--- config.mk ---
export PLATFORM = sky130hd
export DESIGN_NAME = chs_front
export DESIGN_NICKNAME = d
export VERILOG_FILES = /design/src/hw/rtl/chs_pkg.sv /design/src/hw/rtl/chs_front.sv
export SDC_FILE = /design/constraint.sdc
export NUM_CORES = 1
export LEC_CHECK = 0
export BUFFER_PORTS_ARGS = -buffer_cell sky130_fd_sc_hd__clkbuf_2
export CORE_UTILIZATION = 55
export DETAILED_ROUTE_END_ITERATION = 10
export HOLD_SLACK_MARGIN = 0.06
export MAX_ROUTING_LAYER = met4
export PLACE_DENSITY = 0.83
export SLEW_MARGIN = 5
export SYNTH_ARGS = -nofsm -noshare
export SYNTH_HDL_FRONTEND = slang
export SYNTH_SLANG_ARGS = --single-unit
--- constraint.sdc ---
create_clock -name clk -period 6.9 [get_ports clk]
set_input_delay 1.38 -clock clk [delete_from_list [all_inputs] [get_ports clk]]
set_output_delay 1.38 -clock clk [all_outputs]
set_load 0.03 [all_outputs]
--- src/hw/rtl/chs_pkg.sv ---
`timescale 1ns / 1ps

package chs_pkg;

  localparam int INDEX_BITS = 10;
  localparam int MAX_KICKS  = 32;
  localparam int KEY_W      = 31;
  localparam int DEPTH      = 1 << INDEX_BITS;
  localparam int KICK_W     = 6;
  localparam int K_W        = $clog2(MAX_KICKS + 1);
  localparam int PATH_W     = (MAX_KICKS > 1) ? $clog2(MAX_KICKS) : 1;
  localparam int QDEPTH     = 2;

  localparam logic [1:0] FUNC_ADD = 2'd1;
  localparam logic [1:0] FUNC_DEL = 2'd2;

  localparam logic [1:0] ST_DONE = 2'd0;
  localparam logic [1:0] ST_MISS = 2'd1;
  localparam logic [1:0] ST_FULL = 2'd2;
  localparam logic [1:0] ST_ZERO = 2'd3;

  typedef enum logic [1:0] {
    OP_FIND,
    OP_ADD,
    OP_DEL,
    OP_ZERO
  } op_t;

  typedef struct packed {
    op_t              op;
    logic [KEY_W-1:0] key;
  } req_t;

  typedef enum logic [2:0] {
    S_CLEAR,
    S_IDLE,
    S_LOOK,
    S_KREAD,
    S_KCHK,
    S_SHIFT,
    S_FIN
  } state_t;

  function automatic logic [INDEX_BITS-1:0] home0(input logic [KEY_W-1:0] k);
    return k[INDEX_BITS-1:0];
  endfunction

  function automatic logic [INDEX_BITS-1:0] home1(input logic [KEY_W-1:0] k);
    logic [KEY_W-1:0] s;
    s = k >> INDEX_BITS;
    return s[INDEX_BITS-1:0];
  endfunction

endpackage

--- src/hw/rtl/chs_front.sv ---
`timescale 1ns / 1ps

module chs_front (
  input  logic                    clk,
  input  logic                    rst,
  input  logic                    in_valid,
  output logic                    in_stall,
  input  logic [1:0]              func,
  input  logic [chs_pkg::KEY_W-1:0] key,
  input  logic                    clearing,
  output logic                    q_valid,
  output chs_pkg::req_t           q_data,
  input  logic                    q_pop
);
  import chs_pkg::*;

  localparam int QP_W = (QDEPTH > 1) ? $clog2(QDEPTH) : 1;

  req_t             fifo [QDEPTH];
  logic [QP_W-1:0]  wptr;
  logic [QP_W-1:0]  rptr;
  logic [QP_W:0]    count;
  req_t             req;
  logic             push;

  // Zero keys and the unused function code are sorted out here.
  always_comb begin
    req.key = key;
    if (key == '0) begin
      req.op = OP_ZERO;
    end else if (func == FUNC_ADD) begin
      req.op = OP_ADD;
    end else if (func == FUNC_DEL) begin
      req.op = OP_DEL;
    end else begin
      req.op = OP_FIND;
    end
  end

  assign in_stall = clearing || (count == (QP_W+1)'(QDEPTH));
  assign push     = in_valid && !in_stall;
  assign q_valid  = (count != '0);
  assign q_data   = fifo[rptr];

  always_ff @(posedge clk) begin
    if (push) begin
      fifo[wptr] <= req;
    end
  end

  always_ff @(posedge clk) begin
    if (rst) begin
      wptr  <= '0;
      rptr  <= '0;
      count <= '0;
    end else begin
      if (push) begin
        wptr <= (wptr == QP_W'(QDEPTH - 1)) ? '0 : wptr + 1'b1;
      end
      if (q_pop) begin
        rptr <= (rptr == QP_W'(QDEPTH - 1)) ? '0 : rptr + 1'b1;
      end
      count <= count + (QP_W+1)'(push) - (QP_W+1)'(q_pop);
    end
  end

endmodule

Word level (Yosys, flattened, before mapping)

Memory sizes are Yosys's and may differ from the RTL's. A register that Yosys moved wholly into a read port is not among the register bits.
Cells that the tools add are included.

Register bits: 4
Memory bits (writable): 66
Bits of input ports: 38
Word-level logic and storage cells: 25
Memories kept: 1

Memories:

| memory | words | bits a word | rd ports | clocked after memory_dff | wr ports | RTL line        | text |
|---|---|---|---|---|---|---|---|
| fifo   | 2     | 33          | 1        | 1                        | 1        | chs_front.sv:19 | `req_t fifo [QDEPTH];` |

Add/subtract/negate cells: 4
Equality and inequality tests: 3
Mux-type cells: 9
Reduce and logical (&&, ||, !) cells: 5

Operators with widths:

| cell                                                             | number |
|---|---|
| 31-bit logical NOT                                               | 1 |
| 1-bit 2-to-1 mux                                                 | 6 |
| 2-bit 2-to-1 mux                                                 | 3 |
| 2-bit == test (second input constant)                            | 2 |
| 1-bit adder (second input constant)                              | 2 |
| 2-bit by 1-bit adder with 2-bit output                           | 1 |
| 2-bit by 1-bit == test with 1-bit output (second input constant) | 1 |
| 2-bit nonzero test                                               | 1 |
| 2-bit by 1-bit subtractor with 2-bit output                      | 1 |
| 1-bit logical AND                                                | 1 |
| 1-bit logical NOT                                                | 1 |
| 1-bit logical OR                                                 | 1 |

Longest topological paths before layout

Depth after elaboration: 6
Mapped depth: 8

Worst setup path before layout

Ideal clock, no wire load.

Kind: input to register
Start point: in in_valid
End point: mem fifo[1][0] (netlist bit) (enable)
Setup time: 423 ps
Arrival time: 3292 ps
Data required time: 6477 ps
Slack: 3185 ps
Stages: 3
Path through: inv_1 -> or3_2 -> nor2_1

Cells in the longest elaborated chain, start to end: 3

Ends and longest elaborated chain:

| item                                   | RTL line        | text |
|---|---|---|
| from (decl)                            | chs_front.sv:6  | `input logic in_valid,` |
| 1-bit logical AND                      | chs_front.sv:41 | `assign push = in_valid && !in_stall;` |
| 1-bit 2-to-1 mux                       | chs_front.sv:46 | `if (push) begin` |
| 1-bit 2-to-1 mux (not written as such) | chs_front.sv:47 | `fifo[wptr] <= req;` |
| to (decl)                              | chs_front.sv:19 |  |

Every way passes these cells.

==> key figures <==
Die
  • Die height: between 70 and 80 um
  • # IOs: 73
  • Die Area: ~5200 sq um
  • Cell Rows: 25
  • Starting Density: a little under three fifths
  • Placeable Area: around 4700 sq um
  • Die Wd: just over 70 um

Critical path
  • CP max stage delay: approximately 0.66 ns
  • R2R Path Start: count[1]
  • Buffers & Inverters on Critical Path: 2
  • Worst reg2reg path depth: 3
  • Class of the most critical setup path: flop to output port
  • Critical path fanouts, max: 22
  • Reg2Reg Setup Slack: between 4 and 5 ns
  • Critical path cell sequence: buf_4 -> mux2_2 -> clkbuf_2
  • Crit path DAT: slightly below 2 ns
  • Delay-heaviest family, CP: flip-flops
  • Crit end category: output port
  • R2R Path End: fifo[1][10]
  • Critical path startpoint category: flop
  • Max stage delay cell, worst path: dfxtp_1
  • WP data required: roughly 5.5 ns

Logic synthesis
  • Sequential fraction of the synthesis area: approximately 77%
  • Cell Area, Synth: 2700 sq um
  • Top FF cell, synth: edfxtp_1
  • Post-synth EDFFs: 66
  • Post-synth cell types: 22
  • Synth Instances: around 140
  • #FFs+latches synth: ~70
  • Synth warn: 0
  • Syn_area_per_cell: between 15 and 20 sq um
  • Dominant cell type by area after synthesis: edfxtp_1
  • Most frequent cell after synthesis: edfxtp_1
  • Top-area cell type share of the netlist area: 73.3%
  • Synth async-reset ratio: 0%
  • Syn_nets: 183
  • Synth top cells by count: edfxtp_1 (66), mux2_2 (33), nor4_1 (7)
  • Synth top area cells: edfxtp_1 (73%), mux2_2 (14%), dfxtp_1 (3.7%)

Timing
  • Endpoints failing hold: 0
  • Final min period: 3.34 ns
  • Slew Viols, Final: 0
  • Unrepaired setup endpoints after global routing: false
  • Setup_tns: 0 ns
  • Peak Freq: 299 MHz
  • Endpoints failing setup: 0
  • Slew @ Worst Pin: approximately 0.94 ns
  • Worst slew margin relative to its limit: a little under two fifths
  • Min Hold Slack: around 0.50 ns
  • Clk_skew: 0.0116 ns
  • Crit share post-route: roughly half

Drt
  • Drt via density: between 5 and 6
  • Post-DRT Antenna Nets: 0
  • Total number of vias: ~1500
  • Post-Route WL: between 4 and 5 mm
  • DRC viols: 0
  • Per-cell routed wire length: around 16 um
  • Pre-antenna DRT Iters: 4
  • Initial drt markers: 66

Global routing
  • Vias in the first global route: 1486
  • Total grt overflow: 0
  • Largest net degree at the start of global routing: 34
  • First-pass GRT wire length: 6.96 mm
  • Initial antenna violation count: 0
  • Gr usage total: about a fifth

Power and ir drop
  • Maximum VDD drop: roughly 0.00016 V
  • Cell area power density: 279 nW/um^2
  • Lkg Pwr: about 1.3 nW

Hold path
  • Hold Path End: wptr
  • Hold Crit Depth: 2
  • Hold_sp: wptr
  • Hold crit path type: flop to flop

Clocking
  • Clk Tree Root Cell: clkbuf_8
  • H-tree depth: 3
  • Total CTS buffers: 9
  • Post-CTS setup repair buffer count: 0
  • CTS tree: yes
  • CTS max path bufs: 2
  • Clk_lat worst skew: 0.34 ns
  • Clock sinks: 71
  • # resized after CTS: 0
  • Clk pin slew, worst setup/hold paths: around 0.060 ns
  • Cts-stage hold buffer count: 0

Cells and area
  • ANT cells: 0
  • Fin nets: 264
  • Area delta synth->final: 22.8%
  • Layout cells sized above 1: around 55%

Run status
  • Status: complete, no violations

Job
  • Max cap viols: 0

Placed design
  • Port Buffers: just over 70
  • Hpwl dp: approximately 3.2 mm
  • Routability congestion estimate: between 0.7 and 0.8
cell usage in the layout (no fill, tap or decap), types with 2 or more instances in the layout:
cell / count
clkbuf_2: 72
edfxtp_1: 66
mux2_2: 33
clkbuf_8: 11
nor4_1: 7
inv_1: 5
dfxtp_1: 5
nor2_1: 3
clkbuf_1: 3
nand4_1: 2
nor3_1: 2
or2_2: 2
ha_1: 2
clkinv_1: 2
buf_4: 2
registers in the layout, summed over array words and instances (netlist names), named ones only:
| signal | count |
|---|---|
| count | 2 |
| wptr | 1 |
| rptr | 1 |
| fifo | 66 |
cells by family after synthesis:
family	count (synthesis)	share of synthesized area, %
adder cells (fa/ha/maj)	2	0.926
AND/OR/NAND/NOR	22	5.19
buffers and inverters	9	1.44
AO/OA/AOI/OAI	4	1.02
multiplexers	33	13.8
flip-flops	71	77.0
XOR/XNOR	2	0.648
power breakdown:
part	switching, W	internal [W]	total, W
Combinational	0.0000873	0.0000514	0.000139
Clock	0.000136	0.000148	0.000285
Sequential	0.00000917	0.000494	0.000503
final cells by class:
class,count,area (sq um)
repair buffers,74,375
multi-input cells,63,589
flip-flops and latches,71,2080
clock buffers,14,163
well taps,67,83.8
clock inverters,2,7.51
fillers,314,1400
inverters,5,18.8
tightest hold or removal path: stages (launching register included):
cell     delay [ns]
dfxtp_1        0.33
o31ai_1        0.07
a21oi_1        0.06
worst max-delay path by stage:
stage | slack (ns) | cells after the start | to | start
after global routing | 3.43 | 3 | q_data[31] | flop
after CTS | 3.54 | 3 | q_data[17] | flop
after detailed placement | 3.56 | 3 | in_stall | clearing
after global placement | 3.58 | 3 | in_stall | clearing
after floorplan | 3.19 | 3 | fifo[1][0] | in_valid
final | 3.56 | 3 | q_data[22] | flop
metal layers:
layer  vias to the layer above  global-route usage (%)  routed length (um)
li1                        721                       -                   -
met1                       751                    23.2                1930
met2                        47                    30.2                2490
met3                         9                    7.22                 239
met4                         0                    10.5                  89
met5                         -                       -                   0
through the flow:
step | utilization, % | std cells | instance area, sq um | power [W] | setup WS (ns)
2_1_floorplan | - | 143 | 2700 | 0.000605 | 3.19
3_3_place_gp | 66.7 | 280 | 3150 | 0.000648 | 3.58
3_5_place_dp | 66.7 | 280 | 3150 | 0.000652 | 3.56
4_1_cts | 70.3 | 296 | 3320 | 0.000934 | 3.54
5_1_grt | 70.3 | 296 | 3320 | 0.000961 | 3.43
6_report | 70.3 | 296 | 3320 | 0.000926 | 3.56
No activity file was read; power rests on OpenSTA's default activity.
